[src/hdl/solar_grid_heater_relay_control_macros.svh]
// Assertion macros for the solar and grid heater relay control block.
// Uses the clk_i and rst_ni names of the module that expands them.
`ifndef SOLAR_GRID_HEATER_RELAY_CONTROL_MACROS_SVH
`define SOLAR_GRID_HEATER_RELAY_CONTROL_MACROS_SVH

`ifndef SYNTHESIS
// Same-cycle implication, checked outside reset
`define SGHRC_ASSERT_IMP(lbl, ante, cons, msg) \
  lbl: assert property (@(posedge clk_i) disable iff (!rst_ni) (ante) |-> (cons)) \
    else $error(msg);
// Next-cycle implication, checked outside reset
`define SGHRC_ASSERT_NXT(lbl, ante, cons, msg) \
  lbl: assert property (@(posedge clk_i) disable iff (!rst_ni) (ante) |=> (cons)) \
    else $error(msg);
`else
`define SGHRC_ASSERT_IMP(lbl, ante, cons, msg)
`define SGHRC_ASSERT_NXT(lbl, ante, cons, msg)
`endif

`endif

[src/hdl/sghrc_pkg.sv]
// Shared types, codes and constants of the heater relay control block.
// No dependencies; used by every module of the block.
`timescale 1ns / 1ps
`default_nettype none

package sghrc_pkg;

  // Configuration port geometry
  localparam int unsigned CFG_IDX_W  = 3;
  localparam int unsigned CFG_DATA_W = 16;

  // Depth of the queue between front and back
  localparam int unsigned SGHRC_QUEUE_DEPTH = 2;

  // Fixed thresholds
  localparam logic [9:0]  TEMP_FAULT       = 10'd990;
  localparam logic [11:0] DARK_VOLTS       = 12'd20;
  localparam logic [2:0]  DARK_LIMIT       = 3'd5;
  localparam logic [2:0]  DARK_MAX         = 3'd7;
  localparam logic [1:0]  GRID_BAD_LIMIT   = 2'd3;
  localparam logic [7:0]  SWITCH_ERR_VOLTS = 8'd10;
  localparam logic [7:0]  SWITCH_ON_VOLTS  = 8'd40;
  localparam logic [12:0] EARTH_ON_VOLTS   = 13'd50;
  localparam logic [7:0]  CMD_ENABLE_MAX   = 8'd3;
  localparam logic [7:0]  CMD_TARGET_MIN   = 8'd5;
  localparam logic [7:0]  CMD_TARGET_MAX   = 8'd67;
  localparam logic [15:0] OFF_COUNT_MAX    = 16'hFFFF;

  // State reset values
  localparam logic [9:0] PREV_TEMP_RST    = 10'd0;
  localparam logic [9:0] PREV2_TEMP_RST   = 10'd990;
  localparam logic [6:0] TARGET_RST       = 7'd5;

  // Configuration register indexes
  typedef enum logic [CFG_IDX_W-1:0] {
    CFG_PV_OFF_TEMP     = 3'd0,
    CFG_PV_ON_TEMP      = 3'd1,
    CFG_PV_MIN_VOLTS    = 3'd2,
    CFG_REST_CYCLES     = 3'd3,
    CFG_GRID_LOW_VOLTS  = 3'd4,
    CFG_GRID_HIGH_VOLTS = 3'd5,
    CFG_ISOLATION_LIMIT = 3'd6,
    CFG_GRID_HYSTERESIS = 3'd7
  } cfg_idx_e;

  // PV sequence request
  typedef enum logic [1:0] {
    SEQ_NONE = 2'd0,
    SEQ_ON   = 2'd1,
    SEQ_OFF  = 2'd2
  } seq_e;

  // Prioritized status
  typedef enum logic [2:0] {
    STATUS_OK        = 3'd0,
    STATUS_ISOLATION = 3'd1,
    STATUS_SENSOR    = 3'd2,
    STATUS_SWITCH    = 3'd3,
    STATUS_GRID      = 3'd4
  } status_e;

  // Command class decided by the front
  typedef enum logic [1:0] {
    CMD_NONE   = 2'd0,
    CMD_ENABLE = 2'd1,
    CMD_TARGET = 2'd2
  } cmd_kind_e;

  // Configuration register file
  typedef struct packed {
    logic [9:0]  pv_off_temp;
    logic [9:0]  pv_on_temp;
    logic [11:0] pv_min_volts;
    logic [15:0] rest_cycles;
    logic [11:0] grid_low_volts;
    logic [11:0] grid_high_volts;
    logic [12:0] isolation_limit;
    logic [6:0]  grid_hysteresis;
  } cfg_t;

  localparam cfg_t CFG_RESET = '{
    pv_off_temp:     10'd770,
    pv_on_temp:      10'd740,
    pv_min_volts:    12'd1150,
    rest_cycles:     16'd100,
    grid_low_volts:  12'd1750,
    grid_high_volts: 12'd2650,
    isolation_limit: 13'd120,
    grid_hysteresis: 7'd30
  };

  // Classified measurement request handed from front to back
  typedef struct packed {
    logic [9:0] temp;         // clamped temperature, tenths
    logic       sensor_err;
    logic       dark;         // PV below darkness level
    logic       grid_out;     // grid voltage outside window
    logic       isol_err;
    logic       switch_err;   // neutral switch voltage too low
    logic       line_low;     // line switch voltage too low
    logic       line_high;    // line switch voltage high enough to start
    logic       pv_start_ok;  // PV volts, earth and neutral allow a start
    cmd_kind_e  cmd_kind;
    logic [6:0] cmd_val;
  } item_t;

endpackage

`default_nettype wire

[src/hdl/sghrc_front.sv]
// Front stage: classifies one measurement request against the configuration.
// Depends on sghrc_pkg.
`timescale 1ns / 1ps
`default_nettype none

module sghrc_front
  import sghrc_pkg::*;
(
  input  wire logic               clk_i,
  input  wire logic               rst_ni,
  input  wire cfg_t               cfg_i,
  input  wire logic               in_valid_i,
  output logic                    in_ready_o,
  input  wire logic               cmd_valid_i,
  input  wire logic [7:0]         cmd_byte_i,
  input  wire logic [11:0]        pv_volts_i,
  input  wire logic [11:0]        grid_volts_i,
  input  wire logic signed [11:0] water_temp_i,
  input  wire logic [12:0]        earth_volts_i,
  input  wire logic [7:0]         line_switch_volts_i,
  input  wire logic [7:0]         neutral_switch_volts_i,
  output logic                    push_valid_o,
  input  wire logic               push_ready_i,
  output item_t                   push_item_o
);

  logic  valid_q;
  item_t item_q;
  item_t item_d;
  logic  temp_bad;

  // Classify the incoming request
  always_comb begin
    temp_bad = water_temp_i[11] || ($unsigned(water_temp_i) >= {2'b00, TEMP_FAULT});
    item_d.temp        = temp_bad ? TEMP_FAULT : water_temp_i[9:0];
    item_d.sensor_err  = temp_bad;
    item_d.dark        = pv_volts_i < DARK_VOLTS;
    item_d.grid_out    = (grid_volts_i < cfg_i.grid_low_volts) ||
                         (grid_volts_i > cfg_i.grid_high_volts);
    item_d.isol_err    = earth_volts_i > cfg_i.isolation_limit;
    item_d.switch_err  = neutral_switch_volts_i < SWITCH_ERR_VOLTS;
    item_d.line_low    = line_switch_volts_i < SWITCH_ERR_VOLTS;
    item_d.line_high   = line_switch_volts_i > SWITCH_ON_VOLTS;
    item_d.pv_start_ok = (pv_volts_i > cfg_i.pv_min_volts) &&
                         (earth_volts_i < EARTH_ON_VOLTS) &&
                         (neutral_switch_volts_i > SWITCH_ON_VOLTS);
    item_d.cmd_val     = cmd_byte_i[6:0];
    if (!cmd_valid_i) begin
      item_d.cmd_kind = CMD_NONE;
    end else if (cmd_byte_i <= CMD_ENABLE_MAX) begin
      item_d.cmd_kind = CMD_ENABLE;
    end else if ((cmd_byte_i >= CMD_TARGET_MIN) && (cmd_byte_i <= CMD_TARGET_MAX)) begin
      item_d.cmd_kind = CMD_TARGET;
    end else begin
      item_d.cmd_kind = CMD_NONE;
    end
  end

  // Accept while the stage is empty or drains into the queue
  assign in_ready_o   = !valid_q || push_ready_i;
  assign push_valid_o = valid_q;
  assign push_item_o  = item_q;

  // Hold the classified request
  always_ff @(posedge clk_i or negedge rst_ni) begin
    if (!rst_ni) begin
      valid_q <= 1'b0;
    end else if (in_ready_o) begin
      valid_q <= in_valid_i;
    end
  end

  always_ff @(posedge clk_i) begin
    if (in_valid_i && in_ready_o) begin
      item_q <= item_d;
    end
  end

endmodule

`default_nettype wire

[src/hdl/sghrc_fifo.sv]
// Short queue of classified requests between front and back.
// Depends on sghrc_pkg.
`timescale 1ns / 1ps
`default_nettype none

module sghrc_fifo
  import sghrc_pkg::*;
#(
  parameter int unsigned Depth = SGHRC_QUEUE_DEPTH
) (
  input  wire logic  clk_i,
  input  wire logic  rst_ni,
  input  wire logic  push_valid_i,
  output logic       push_ready_o,
  input  wire item_t push_item_i,
  output logic       pop_valid_o,
  input  wire logic  pop_ready_i,
  output item_t      pop_item_o
);

  localparam int unsigned PtrW = (Depth > 1) ? $clog2(Depth) : 1;
  localparam int unsigned CntW = $clog2(Depth + 1);
  localparam logic [CntW-1:0] Full    = CntW'(Depth);
  localparam logic [PtrW-1:0] LastPtr = PtrW'(Depth - 1);

  item_t           mem_q [Depth];
  logic [PtrW-1:0] wr_ptr_q;
  logic [PtrW-1:0] rd_ptr_q;
  logic [CntW-1:0] count_q;
  logic            push;
  logic            pop;

  assign push_ready_o = count_q != Full;
  assign pop_valid_o  = count_q != '0;
  assign push         = push_valid_i && push_ready_o;
  assign pop          = pop_valid_o && pop_ready_i;
  assign pop_item_o   = mem_q[rd_ptr_q];

  // Advance pointers and fill count
  always_ff @(posedge clk_i or negedge rst_ni) begin
    if (!rst_ni) begin
      wr_ptr_q <= '0;
      rd_ptr_q <= '0;
      count_q  <= '0;
    end else begin
      if (push) begin
        wr_ptr_q <= (wr_ptr_q == LastPtr) ? '0 : wr_ptr_q + 1'b1;
      end
      if (pop) begin
        rd_ptr_q <= (rd_ptr_q == LastPtr) ? '0 : rd_ptr_q + 1'b1;
      end
      case ({push, pop})
        2'b10:   count_q <= count_q + 1'b1;
        2'b01:   count_q <= count_q - 1'b1;
        default: count_q <= count_q;
      endcase
    end
  end

  // Store the entry
  always_ff @(posedge clk_i) begin
    if (push) begin
      mem_q[wr_ptr_q] <= push_item_i;
    end
  end

endmodule

`default_nettype wire

[src/hdl/sghrc_back.sv]
// Back stage: applies the hysteresis rules, updates the control state and
// holds the result in an output register. Depends on sghrc_pkg and the macros.
`timescale 1ns / 1ps
`default_nettype none

`include "solar_grid_heater_relay_control_macros.svh"

module sghrc_back
  import sghrc_pkg::*;
(
  input  wire logic  clk_i,
  input  wire logic  rst_ni,
  input  wire cfg_t  cfg_i,
  input  wire logic  pop_valid_i,
  output logic       pop_ready_o,
  input  wire item_t pop_item_i,
  output logic       out_valid_o,
  input  wire logic  out_ready_i,
  output logic       grid_relay_o,
  output logic       pv_relay_o,
  output logic [1:0] pv_sequence_o,
  output logic [2:0] status_o,
  output logic       pv_enabled_o,
  output logic       grid_enabled_o,
  output logic [6:0] grid_target_o
);

  // Control state
  logic [9:0]  prev_temp_q, prev2_temp_q;
  logic [2:0]  dark_q, dark_d;
  logic [1:0]  bad_grid_q, bad_grid_d;
  logic [15:0] pv_off_q, pv_off_d, grid_off_q, grid_off_d;
  logic        pv_relay_q, pv_relay_d, grid_relay_q, grid_relay_d;
  logic        pv_en_q, pv_en_d, grid_en_q, grid_en_d;
  logic [6:0]  target_q, target_d;

  // Output register
  logic        out_valid_q;
  seq_e        seq_q, seq_d;
  status_e     status_q, status_d;

  // Decision terms
  logic        pop;
  logic        grid_err;
  logic [15:0] pv_seen, grid_seen;
  logic        pv_hot, pv_cold, grid_hot, grid_cold;
  logic [9:0]  grid_hi;
  logic signed [11:0] grid_lo;
  item_t       it;

  assign it          = pop_item_i;
  assign pop_ready_o = !out_valid_q || out_ready_i;
  assign pop         = pop_valid_i && pop_ready_o;

  // Next state and result for the request at the head of the queue
  always_comb begin
    dark_d = it.dark ? ((dark_q == DARK_MAX) ? dark_q : dark_q + 1'b1) : '0;
    if (it.grid_out) begin
      bad_grid_d = (bad_grid_q == GRID_BAD_LIMIT) ? bad_grid_q : bad_grid_q + 1'b1;
    end else begin
      bad_grid_d = '0;
    end
    grid_err = bad_grid_d == GRID_BAD_LIMIT;

    // Off counts as seen this cycle, then advanced with saturation
    pv_seen    = pv_relay_q ? '0 : pv_off_q;
    grid_seen  = grid_relay_q ? '0 : grid_off_q;
    pv_off_d   = (pv_seen == OFF_COUNT_MAX) ? pv_seen : pv_seen + 1'b1;
    grid_off_d = (grid_seen == OFF_COUNT_MAX) ? grid_seen : grid_seen + 1'b1;

    // Status by priority
    if (it.isol_err) begin
      status_d = STATUS_ISOLATION;
    end else if (it.sensor_err) begin
      status_d = STATUS_SENSOR;
    end else if (it.switch_err) begin
      status_d = STATUS_SWITCH;
    end else if (grid_err) begin
      status_d = STATUS_GRID;
    end else begin
      status_d = STATUS_OK;
    end

    // Apply the command
    pv_en_d   = pv_en_q;
    grid_en_d = grid_en_q;
    target_d  = target_q;
    case (it.cmd_kind)
      CMD_ENABLE: begin
        pv_en_d   = it.cmd_val[1];
        grid_en_d = it.cmd_val[0];
      end
      CMD_TARGET: target_d = it.cmd_val;
      default: ;
    endcase

    // PV relay
    pv_hot  = (it.temp >= cfg_i.pv_off_temp) && (prev_temp_q >= cfg_i.pv_off_temp) &&
              (prev2_temp_q >= cfg_i.pv_off_temp);
    pv_cold = (it.temp < cfg_i.pv_on_temp) && (prev_temp_q < cfg_i.pv_on_temp) &&
              (prev2_temp_q < cfg_i.pv_on_temp);
    pv_relay_d = pv_relay_q;
    seq_d      = SEQ_NONE;
    if (pv_en_d) begin
      if (pv_relay_q) begin
        if (pv_hot || (dark_d > DARK_LIMIT) || it.isol_err || it.switch_err) begin
          pv_relay_d = 1'b0;
          seq_d      = SEQ_OFF;
        end
      end else if (pv_cold && (pv_seen > cfg_i.rest_cycles) && it.pv_start_ok) begin
        pv_relay_d = 1'b1;
        seq_d      = SEQ_ON;
      end
    end else if (pv_relay_q) begin
      pv_relay_d = 1'b0;
      seq_d      = SEQ_OFF;
    end

    // Grid relay: target times ten, less hysteresis
    grid_hi   = {target_d, 3'b000} + {2'b00, target_d, 1'b0};
    grid_lo   = $signed({2'b00, grid_hi}) - $signed({5'b00000, cfg_i.grid_hysteresis});
    grid_hot  = (it.temp >= grid_hi) && (prev_temp_q >= grid_hi) && (prev2_temp_q >= grid_hi);
    grid_cold = ($signed({2'b00, it.temp}) < grid_lo) &&
                ($signed({2'b00, prev_temp_q}) < grid_lo) &&
                ($signed({2'b00, prev2_temp_q}) < grid_lo);
    grid_relay_d = grid_relay_q;
    if (grid_en_d) begin
      if (grid_relay_q) begin
        if (grid_hot || grid_err || it.switch_err || it.line_low) begin
          grid_relay_d = 1'b0;
        end
      end else if (grid_cold && (grid_seen > cfg_i.rest_cycles) && !grid_err &&
                   !it.switch_err && it.line_high) begin
        grid_relay_d = 1'b1;
      end
    end else begin
      grid_relay_d = 1'b0;
    end
  end

  // Commit state on pop
  always_ff @(posedge clk_i or negedge rst_ni) begin
    if (!rst_ni) begin
      prev_temp_q  <= PREV_TEMP_RST;
      prev2_temp_q <= PREV2_TEMP_RST;
      dark_q       <= '0;
      bad_grid_q   <= '0;
      pv_off_q     <= '0;
      grid_off_q   <= '0;
      pv_relay_q   <= 1'b0;
      grid_relay_q <= 1'b0;
      pv_en_q      <= 1'b1;
      grid_en_q    <= 1'b1;
      target_q     <= TARGET_RST;
    end else if (pop) begin
      prev_temp_q  <= it.temp;
      prev2_temp_q <= prev_temp_q;
      dark_q       <= dark_d;
      bad_grid_q   <= bad_grid_d;
      pv_off_q     <= pv_off_d;
      grid_off_q   <= grid_off_d;
      pv_relay_q   <= pv_relay_d;
      grid_relay_q <= grid_relay_d;
      pv_en_q      <= pv_en_d;
      grid_en_q    <= grid_en_d;
      target_q     <= target_d;
    end
  end

  // Output valid: set on pop, drop when taken
  always_ff @(posedge clk_i or negedge rst_ni) begin
    if (!rst_ni) begin
      out_valid_q <= 1'b0;
    end else if (pop_ready_o) begin
      out_valid_q <= pop_valid_i;
    end
  end

  // Result payload
  always_ff @(posedge clk_i) begin
    if (pop) begin
      seq_q    <= seq_d;
      status_q <= status_d;
    end
  end

  assign out_valid_o    = out_valid_q;
  assign grid_relay_o   = grid_relay_q;
  assign pv_relay_o     = pv_relay_q;
  assign pv_sequence_o  = seq_q;
  assign status_o       = status_q;
  assign pv_enabled_o   = pv_en_q;
  assign grid_enabled_o = grid_en_q;
  assign grid_target_o  = target_q;

  `SGHRC_ASSERT_IMP(a_pv_relay_needs_enable, out_valid_q && pv_relay_q, pv_en_q,
                    "PV relay on while PV disabled")
  `SGHRC_ASSERT_IMP(a_grid_relay_needs_enable, out_valid_q && grid_relay_q, grid_en_q,
                    "grid relay on while grid disabled")
  `SGHRC_ASSERT_IMP(a_seq_on_relay_on, out_valid_q && (seq_q == SEQ_ON), pv_relay_q,
                    "PV turn-on sequence with relay off")
  `SGHRC_ASSERT_IMP(a_seq_off_relay_off, out_valid_q && (seq_q == SEQ_OFF), !pv_relay_q,
                    "PV turn-off sequence with relay on")
  `SGHRC_ASSERT_NXT(a_pop_gives_result, pop, out_valid_q,
                    "popped request produced no result")

endmodule

`default_nettype wire

[src/hdl/solar_grid_heater_relay_control.sv]
// Solar and grid water heater relay control. One request is one control
// cycle of scaled measurements; one result follows each request. A front stage
// classifies the request against the configuration, a queue of QueueDepth
// entries decouples it from the back stage, and the back stage updates the
// relay state and registers the result. Sustained rate is one request per
// clock while the result side is not stalled, set by the state update in the
// back stage; a request passes from the front register through the queue into
// the back stage's output register, where its result waits until taken.
// Configuration writes take effect at once and must be made while idle.
// Depends on sghrc_pkg, sghrc_front, sghrc_fifo and sghrc_back.
`timescale 1ns / 1ps
`default_nettype none

module solar_grid_heater_relay_control
  import sghrc_pkg::*;
#(
  parameter int unsigned QueueDepth = SGHRC_QUEUE_DEPTH
) (
  input  wire logic                  clk_i,
  input  wire logic                  rst_ni,
  // Configuration write port
  input  wire logic                  cfg_we_i,
  input  wire logic [CFG_IDX_W-1:0]  cfg_index_i,
  input  wire logic [CFG_DATA_W-1:0] cfg_data_i,
  // Measurement requests
  input  wire logic                  in_valid_i,
  output logic                       in_ready_o,
  input  wire logic                  cmd_valid_i,
  input  wire logic [7:0]            cmd_byte_i,
  input  wire logic [11:0]           pv_volts_i,
  input  wire logic [11:0]           grid_volts_i,
  input  wire logic signed [11:0]    water_temp_i,
  input  wire logic [12:0]           earth_volts_i,
  input  wire logic [7:0]            line_switch_volts_i,
  input  wire logic [7:0]            neutral_switch_volts_i,
  // Results
  output logic                       out_valid_o,
  input  wire logic                  out_ready_i,
  output logic                       grid_relay_o,
  output logic                       pv_relay_o,
  output logic [1:0]                 pv_sequence_o,
  output logic [2:0]                 status_o,
  output logic                       pv_enabled_o,
  output logic                       grid_enabled_o,
  output logic [6:0]                 grid_target_o
);

  cfg_t  cfg_q;
  logic  push_valid, push_ready;
  item_t push_item;
  logic  pop_valid, pop_ready;
  item_t pop_item;

  // Configuration registers
  always_ff @(posedge clk_i or negedge rst_ni) begin
    if (!rst_ni) begin
      cfg_q <= CFG_RESET;
    end else if (cfg_we_i) begin
      unique case (cfg_index_i)
        CFG_PV_OFF_TEMP:     cfg_q.pv_off_temp     <= cfg_data_i[9:0];
        CFG_PV_ON_TEMP:      cfg_q.pv_on_temp      <= cfg_data_i[9:0];
        CFG_PV_MIN_VOLTS:    cfg_q.pv_min_volts    <= cfg_data_i[11:0];
        CFG_REST_CYCLES:     cfg_q.rest_cycles     <= cfg_data_i[15:0];
        CFG_GRID_LOW_VOLTS:  cfg_q.grid_low_volts  <= cfg_data_i[11:0];
        CFG_GRID_HIGH_VOLTS: cfg_q.grid_high_volts <= cfg_data_i[11:0];
        CFG_ISOLATION_LIMIT: cfg_q.isolation_limit <= cfg_data_i[12:0];
        CFG_GRID_HYSTERESIS: cfg_q.grid_hysteresis <= cfg_data_i[6:0];
        default: ;
      endcase
    end
  end

  sghrc_front u_front (
    .clk_i                  (clk_i),
    .rst_ni                 (rst_ni),
    .cfg_i                  (cfg_q),
    .in_valid_i             (in_valid_i),
    .in_ready_o             (in_ready_o),
    .cmd_valid_i            (cmd_valid_i),
    .cmd_byte_i             (cmd_byte_i),
    .pv_volts_i             (pv_volts_i),
    .grid_volts_i           (grid_volts_i),
    .water_temp_i           (water_temp_i),
    .earth_volts_i          (earth_volts_i),
    .line_switch_volts_i    (line_switch_volts_i),
    .neutral_switch_volts_i (neutral_switch_volts_i),
    .push_valid_o           (push_valid),
    .push_ready_i           (push_ready),
    .push_item_o            (push_item)
  );

  sghrc_fifo #(
    .Depth (QueueDepth)
  ) u_fifo (
    .clk_i        (clk_i),
    .rst_ni       (rst_ni),
    .push_valid_i (push_valid),
    .push_ready_o (push_ready),
    .push_item_i  (push_item),
    .pop_valid_o  (pop_valid),
    .pop_ready_i  (pop_ready),
    .pop_item_o   (pop_item)
  );

  sghrc_back u_back (
    .clk_i          (clk_i),
    .rst_ni         (rst_ni),
    .cfg_i          (cfg_q),
    .pop_valid_i    (pop_valid),
    .pop_ready_o    (pop_ready),
    .pop_item_i     (pop_item),
    .out_valid_o    (out_valid_o),
    .out_ready_i    (out_ready_i),
    .grid_relay_o   (grid_relay_o),
    .pv_relay_o     (pv_relay_o),
    .pv_sequence_o  (pv_sequence_o),
    .status_o       (status_o),
    .pv_enabled_o   (pv_enabled_o),
    .grid_enabled_o (grid_enabled_o),
    .grid_target_o  (grid_target_o)
  );

endmodule

`default_nettype wire

[config.mk]
export PLATFORM = sky130hd
export DESIGN_NAME = solar_grid_heater_relay_control
export DESIGN_NICKNAME = d
export VERILOG_FILES = /design/src/hdl/sghrc_pkg.sv /design/src/hdl/sghrc_front.sv /design/src/hdl/sghrc_fifo.sv /design/src/hdl/sghrc_back.sv /design/src/hdl/solar_grid_heater_relay_control.sv
export VERILOG_INCLUDE_DIRS = /design/src /design/src/hdl
export SDC_FILE = /design/constraint.sdc
export NUM_CORES = 1
export LEC_CHECK = 0
export BUFFER_PORTS_ARGS = -buffer_cell sky130_fd_sc_hd__clkbuf_2
export CAP_MARGIN = 20
export CELL_PAD_IN_SITES_DETAIL_PLACEMENT = 1
export CELL_PAD_IN_SITES_GLOBAL_PLACEMENT = 1
export CORE_UTILIZATION = 44
export DETAILED_ROUTE_END_ITERATION = 16
export PLACE_DENSITY_LB_ADDON = 0.1
export SLEW_MARGIN = 20
export SYNTH_ARGS = -nofsm -noshare
export SYNTH_HDL_FRONTEND = slang
export SYNTH_SLANG_ARGS = --single-unit
[constraint.sdc]
create_clock -name clk_i -period 4.6 [get_ports clk_i]
set_clock_uncertainty 0.05 [all_clocks]
set_input_delay 1.15 -clock clk_i [delete_from_list [all_inputs] [get_ports clk_i]]
set_output_delay 1.15 -clock clk_i [all_outputs]
set_load 0.1 [all_outputs]
==> results of run 1 <==
-- state kept, by name, summed over array words and instances, names as in the netlist, 2 cells and up --
register	flops
u_back.prev_temp_q	10
u_back.dark_q	3
u_front.push_item_o	27
u_back.pv_off_q	16
u_fifo.count_q	2
cfg_q	92
u_back.prev2_temp_q	10
u_back.grid_off_q	16
u_back.grid_target_o	7
u_back.status_o	3
u_back.pv_sequence_o	2
u_fifo.mem_q	54
u_back.bad_grid_q	2
-- power groups by stage --
stage | clock (W) | sequential [W] | combinational (W)
finish | 0.00243 | 0.00361 | 0.00990
global route | 0.00256 | 0.00370 | 0.0110
CTS | 0.00249 | 0.00360 | 0.00878
detailed placement | 0 | 0.00363 | 0.00854
global placement | 0 | 0.00361 | 0.00810
floorplan | 0 | 0.00383 | 0.00563
-- what timing repair did --
| action | in CTS | in global routing |
|---|---|---|
| resized for setup | 10 | 33 |
| hold endpoints to repair | 0 | 0 |
| endpoints found under the setup margin | 1 | 1 |
| pin swaps | 0 | 20 |
| gates cloned | 0 | 0 |
| buffers inserted | 1 | 9 |
-- cells by family after synthesis --
logic type               after synthesis
AND/OR/NAND/NOR                      413
adder cells (fa/ha/maj)              203
buffers and inverters                150
AO/OA/AOI/OAI                        298
flip-flops                           252
multiplexers                          91
XOR/XNOR                              47
-- worst register-to-register path, stage by stage (launching register included) --
cell      delay, ps
edfxtp_1        420
buf_6           150
and2b_2         280
mux2i_2         280
mux2i_4         110
inv_2           100
xnor2_2         110
ha_2            190
a21oi_1          50
xnor2_1         270
ha_1            320
or2_4           270
a21oi_2         130
a21oi_2          70
xnor2_2         160
buf_4           150
buf_4           120
ha_1            280
a21o_1          180
a21oi_1         150
o21ai_0         170
nor3_2          250
a21oi_2          50
o211ai_1        190
-- through the flow --
step           power [W]  TNS (ps)  instances  instance area [um^2]  worst slack [ps]
5_1_grt           0.0173      -274       2093                 18000              -274
3_5_place_dp      0.0122      -104       2027                 16700              -104
2_1_floorplan    0.00946         0       1454                 15400              46.9
4_1_cts           0.0149         0       2084                 17800              2.38
3_3_place_gp      0.0117         0       2027                 16700               103
6_report          0.0159         0       2093                 18000              4.54
-- area by class of cell --
| cell class | instances | share of cell area, % |
|---|---|---|
| flip-flops and latches | 252 | 37.7 |
| inverters | 116 | 2.41 |
| clock buffers | 40 | 4.70 |
| multi-input cells | 1052 | 45.8 |
| repair buffers | 162 | 5.27 |
| clock inverters | 16 | 0.950 |
| well taps | 455 | 3.15 |
-- routing by layer --
metal	track usage, %	vias up	wire length, um
met4	7.41	4	1320
met5	0	-	33
met1	31.9	5713	19200
li1	-	5533	-
met2	43.2	167	21300
met3	3.35	78	1290
-- worst paths after layout --
kind                                               endpoint  slack [ps]  cells past startpoint                                  start
max in group asynchronous             cfg_q[55]$_DFFE_PN0P_        3070                      2                                 rst_ni
min in group asynchronous  u_front.push_valid_o$_DFFE_PN0N_         450                      1                                 rst_ni
setup reg to reg            u_back.grid_relay_o$_DFFE_PN0P_           5                     23           u_fifo.mem_q[0][7]$_DFFE_PP_
hold / removal                u_fifo.mem_q[0][22]$_DFFE_PP_         390                      0  u_front.push_item_o[22]$_SDFFCE_PP0P_
hold reg to reg               u_fifo.mem_q[0][22]$_DFFE_PP_         390                      0  u_front.push_item_o[22]$_SDFFCE_PP0P_
setup / recovery            u_back.grid_relay_o$_DFFE_PN0P_           5                     23           u_fifo.mem_q[0][7]$_DFFE_PP_
-- synthesized netlist by cell type (17+ instances only) --
library cell	count	share of area, %
a21o_1	34	1.7
a21oi_1	55	1.8
clkbuf_1	22	0.54
dfrtp_1	115	19
dfstp_2	51	8.7
edfxtp_1	86	17
ha_1	202	16
inv_1	116	2.8
mux2_2	66	4.8
mux2i_1	20	1.3
nand2_1	173	4.2
nand2b_1	30	1.2
nand3_1	36	1.2
nand4_1	17	0.69
nor2_1	44	1.1
nor2b_1	38	1.5
o21ai_0	111	3.6
xnor2_1	29	1.7
xor2_1	17	0.97
-- layout by cell type, fill, tap and decap left out, drive strengths merged, types with 48 or more instances in the layout --
| cell type | netlist | routed |
|---|---|---|
| ha | 202 | 202 |
| nand2 | 173 | 173 |
| clkbuf | 22 | 154 |
| inv | 116 | 118 |
| o21ai | 116 | 116 |
| dfrtp | 115 | 115 |
| edfxtp | 86 | 86 |
| mux2 | 67 | 67 |
| a21oi | 57 | 57 |
| dfstp | 51 | 51 |
| buf | 12 | 48 |
==> run summary, run 1 <==
Status = finished, final reports clean
Max-cap viol count = 0
GR Util All Layers = 24.8%
Crit-path cells = buf_6 > and2b_2 > mux2i_2 > mux2i_4 > inv_2 > xnor2_2 > ha_2 > a21oi_1 > xnor2_1 > ha_1 > or2_4 > a21oi_2 > a21oi_2 > xnor2_2 > buf_4 > buf_4 > ha_1 > a21o_1 > a21oi_1 > o21ai_0 > nor3_2 > a21oi_2 > o211ai_1
Detailed Route WL = 43200 um
Clk pwr share = 15.3%
CTS tree = done
Flop pwr share = 22.7%
Routability Congestion = 0.855
Starting density of the core = 44.6%
First-pass GRT wire length = 69000 um
Post-Route Utilization = 52.4%
CTS Root Cell = clkbuf_16
Vias per inst = 5.49
Main combinational cell family by area after synthesis = adder cells
Hold Slack = 392 ps
Post-synthesis cell area = 0.0154 mm^2
DRT antenna net count = 0
Drt initial violations = 409
IO Count = 116
Residual DRC = 0
Die width = 189 um
Worst path top cell family by delay = compound AO/OA/AOI/OAI gates
Final Cycle Share = 99.9%
Ys async rst share = 65.9%
Minimum clock period = 4600 ps
EDFF count, synth = 86
Die area = 0.0357 mm^2
Library cells used by synthesis = 80
RSZ-0062 raised after global routing = true
Slew headroom = 36.8%
Port buffer count = 115
Main flop type after synthesis = dfrtp_1
Most used cell, CP = a21oi_2
Storage cell area = 0.00681 mm^2
Routed vias = 11500
Nets = 1915
Kind of critical path = flip-flop to flip-flop
WP data arrival = 5030 ps
Vias in the first global route = 12400
Max Slew Vio Count = 0
Synth Area in XOR/XNOR = 2.73%
P_sw = 0.00710 W
Final setup vio count = 0
Sw Share = 44.5%
Tightest Pin Transition = 943 ps
P&R area growth vs syn = 17.4%
Combinational Power Share = 62.1%
Initial DRT Pass Iterations = 4
Compound-Gate Fraction of Synth Area = 12.3%
Internal = 0.00885 W
GRT overflow = 0
Worst skew pair latency = 580 ps
Core area = 0.0345 mm^2
Adder-cell share of the synthesized area = 16.6%
Hold buffer count at CTS = 0
Cells after synthesis = 1454
WL/cell = 20.6 um
CP required = 5040 ps
CP endpoint kind = flip-flop
Largest net degree at the start of global routing = 82
Number of buffers created by CTS = 30
ANT cells = 0
Clock buffer depth = 3
Fraction of the mapped netlist area in simple logic gates = 13.4%
Post-synthesis mux area share = 6.82%
Yosys warnings = 0
Sequential share of the synthesized area = 44.3%
FF+latch count, synth = 252
Peak Freq = 0.218 GHz
HPWL Detailed = 31900 um
Sink Count = 252
Max H-tree Level = 1
CTS clock-pin slew for the worst setup and hold paths = 60 ps
Worst Hold Class = flip-flop to flip-flop
Crit path launch type = flip-flop
Pwr dens = 884 mW/mm^2
Critical Path Fanout Max = 3
Area of the multi-input gates = 0.00826 mm^2
Die height = 189 um
Syn_area_per_cell = 10.6 um^2
Final hold vios = 0
Initial antenna violation count = 4
Layout cell share with drive strength beyond 1 = 24.5%
Critical path buffers and inverters = 4
Fillers = 3772
Static Leak = 8.12 nW
Post-synthesis net count = 1755
Maximum vdd drop = 799 uV
Slowest cell delay on critical path = 420 ps
Site Rows = 68
Slowest-stage cell, CP = edfxtp_1
Note: power is estimated with default switching activity, not from simulation.
==> inputs of run 2 (changes only) <==
--- a/config.mk
+++ b/config.mk
@@ -13,6 +13,7 @@
 export CORE_UTILIZATION = 44
 export DETAILED_ROUTE_END_ITERATION = 16
 export PLACE_DENSITY_LB_ADDON = 0.1
+export REMOVE_ABC_BUFFERS = 1
 export SLEW_MARGIN = 20
 export SYNTH_ARGS = -nofsm -noshare
 export SYNTH_HDL_FRONTEND = slang
==> run summary, run 2 (synthesis results as in run 1) <==
Status = finished, final reports clean
Peak Freq = 0.219 GHz (+0.73%)
Routability Congestion = 0.868 (+1.5%)
Max H-tree Level = 1 (unchanged)
Starting density of the core = 44.6% (unchanged)
Vias per inst = 5.49 (about the same)
IO Count = 116 (unchanged)
Tightest Pin Transition = 954 ps (+11.3 ps)
Kind of critical path = flip-flop to flip-flop
Minimum clock period = 4560 ps (-33.2 ps)
Initial DRT Pass Iterations = 6 (+2)
CP required = 5040 ps (about the same)
First-pass GRT wire length = 67100 um (-2.6%)
Maximum vdd drop = 863 uV (+8.1%)
Clock buffer depth = 3 (unchanged)
Tot Pwr = 0.0159 W (-0.49%)
HPWL Detailed = 31300 um (-1.7%)
Layout cell share with drive strength beyond 1 = 24.5% (about the same)
Nets = 1912 (-0.16%)
Port buffer count = 115 (unchanged)
Hold Slack = 380 ps (-12.5 ps)
Die height = 189 um (unchanged)
CTS Root Cell = clkbuf_16
Final Cycle Share = 99.2% (-0.72 points)
Core area = 0.0345 mm^2 (unchanged)
Final setup margin = 37.8 ps (+33.2 ps)
Max-cap viol count = 0 (unchanged)
P&R area growth vs syn = 17.2%
ANT cells = 0 (unchanged)
Die area = 0.0357 mm^2 (unchanged)
Largest net degree at the start of global routing = 86 (+4.9%)
Final hold vios = 0 (unchanged)
Site Rows = 68 (unchanged)
Crit path launch type = flip-flop
Residual DRC = 0 (unchanged)
Number of buffers created by CTS = 29 (-3.3%)
CP endpoint kind = flip-flop
WL/cell = 20.3 um (-1.6%)
Final setup vio count = 0 (unchanged)
Worst Hold Class = flip-flop to flip-flop
Pwr dens = 881 mW/mm^2 (-0.31%)
GR Util All Layers = 24.0% (-0.76 points)
GRT overflow = 0 (unchanged)
Worst skew pair latency = 570 ps (about the same)
Hold buffer count at CTS = 0 (unchanged)
DRT antenna net count = 0 (unchanged)
Design Area, Final = 0.0180 mm^2 (-0.18%)
Slew headroom = 35.7% (-1.1 points)
RSZ-0062 raised after global routing = true
CTS tree = done
Routed vias = 11500 (-0.29%)
Sink Count = 252 (unchanged)
CTS clock-pin slew for the worst setup and hold paths = 70 ps (about the same)
Critical Path Fanout Max = 5 (+2)
Placed cell areas = 0.0166 mm^2 (-0.34%)
Die width = 189 um (unchanged)
Most frequent cells in the layout = 196 x ha_1, 173 x nand2_1, 114 x inv_1, 114 x clkbuf_2, 113 x dfrtp_1
Vias in the first global route = 12100 (-1.9%)
Most flop-heavy register = cfg_q
Initial antenna violation count = 0 (-4)
Max FFs per register = 92 (unchanged)
Detailed Route WL = 42400 um (-1.8%)
WP data arrival = 5000 ps (-30 ps)
Pre-CTS setup slack = -149 ps (-45.1 ps)
Most common cell after layout, fill and taps aside = ha_1
Max Slew Vio Count = 0 (unchanged)
Drt initial violations = 431 (+5.4%)
Static Leak = 8.10 nW (-0.20%)
[run 2: cell types whose count changed in the layout (fill, tap and decap cells not counted), sizes merged]
cell	before	now
clkinv	9	10
buf	48	46
clkinvlp	3	0
bufinv	2	4
inv	118	115
[run 2: cell type report]
class,instances,area [um^2]
well taps,455,569
inverters,116,435
clock inverters,13,168
multi-input cells,1052,8280
repair buffers,160,932
fillers,3760,16400
clock buffers,40,827
flip-flops and latches,252,6800
[run 2: metal layers]
metal | global-route usage (%) | vias up | share of wire, %
met5 | 0 | - | 0
met4 | 6.64 | 0 | 2.8
li1 | - | 5533 | -
met2 | 41.9 | 147 | 49
met1 | 31.4 | 5716 | 45
met3 | 2.72 | 66 | 2.5
[run 2: power breakdown]
group	internal (W)	switching (W)
registers	0.00307	0.000521
logic	0.00431	0.00555
clock network	0.00147	0.000946
[run 2: worst paths after layout]
check | from | cells after the start | to | slack, ps
min in group asynchronous | rst_ni | 1 | cfg_q[35]$_DFFE_PN0P_ | 630
max in group asynchronous | rst_ni | 2 | u_back.prev2_temp_q[1]$_DFFE_PN1P_ | 2960
max | u_fifo.mem_q[1][7]$_DFFE_PP_ | 18 | u_back.grid_relay_o$_DFFE_PN0P_ | 40
max reg2reg | u_fifo.mem_q[1][7]$_DFFE_PP_ | 18 | u_back.grid_relay_o$_DFFE_PN0P_ | 40
min reg2reg | u_front.push_item_o[13]$_DFFE_PP_ | 0 | u_fifo.mem_q[0][13]$_DFFE_PP_ | 380
min | u_front.push_item_o[13]$_DFFE_PP_ | 0 | u_fifo.mem_q[0][13]$_DFFE_PP_ | 380
[run 2: worst max-delay path: stages (launching register included)]
cell	delay, ps
edfxtp_1	440
nor2b_4	290
mux2i_1	310
a21oi_2	120
ha_4	200
or3_4	390
a31o_4	260
xnor2_4	210
ha_4	240
o21ai_0	90
nand3b_1	190
xnor2_2	210
ha_1	220
nor4_2	170
a31oi_2	160
or4_4	550
nor3_4	180
a21oi_2	40
o211ai_1	150
[run 2: metrics by stage]
stage | cells | utilization [%] | setup TNS, ps
detailed placement | 2021 | 48.3 | -149
floorplan | 1420 | - | -645
CTS | 2074 | 51.3 | 0
global route | 2088 | 52.3 | -194
finish | 2088 | 52.3 | 0
global placement | 2021 | 48.3 | 0
[run 2: timing repair]
action	CTS	global route
setup buffers	0	14
endpoints found under the setup margin	1	1
pin swaps	1	23
gates resized for setup	8	41
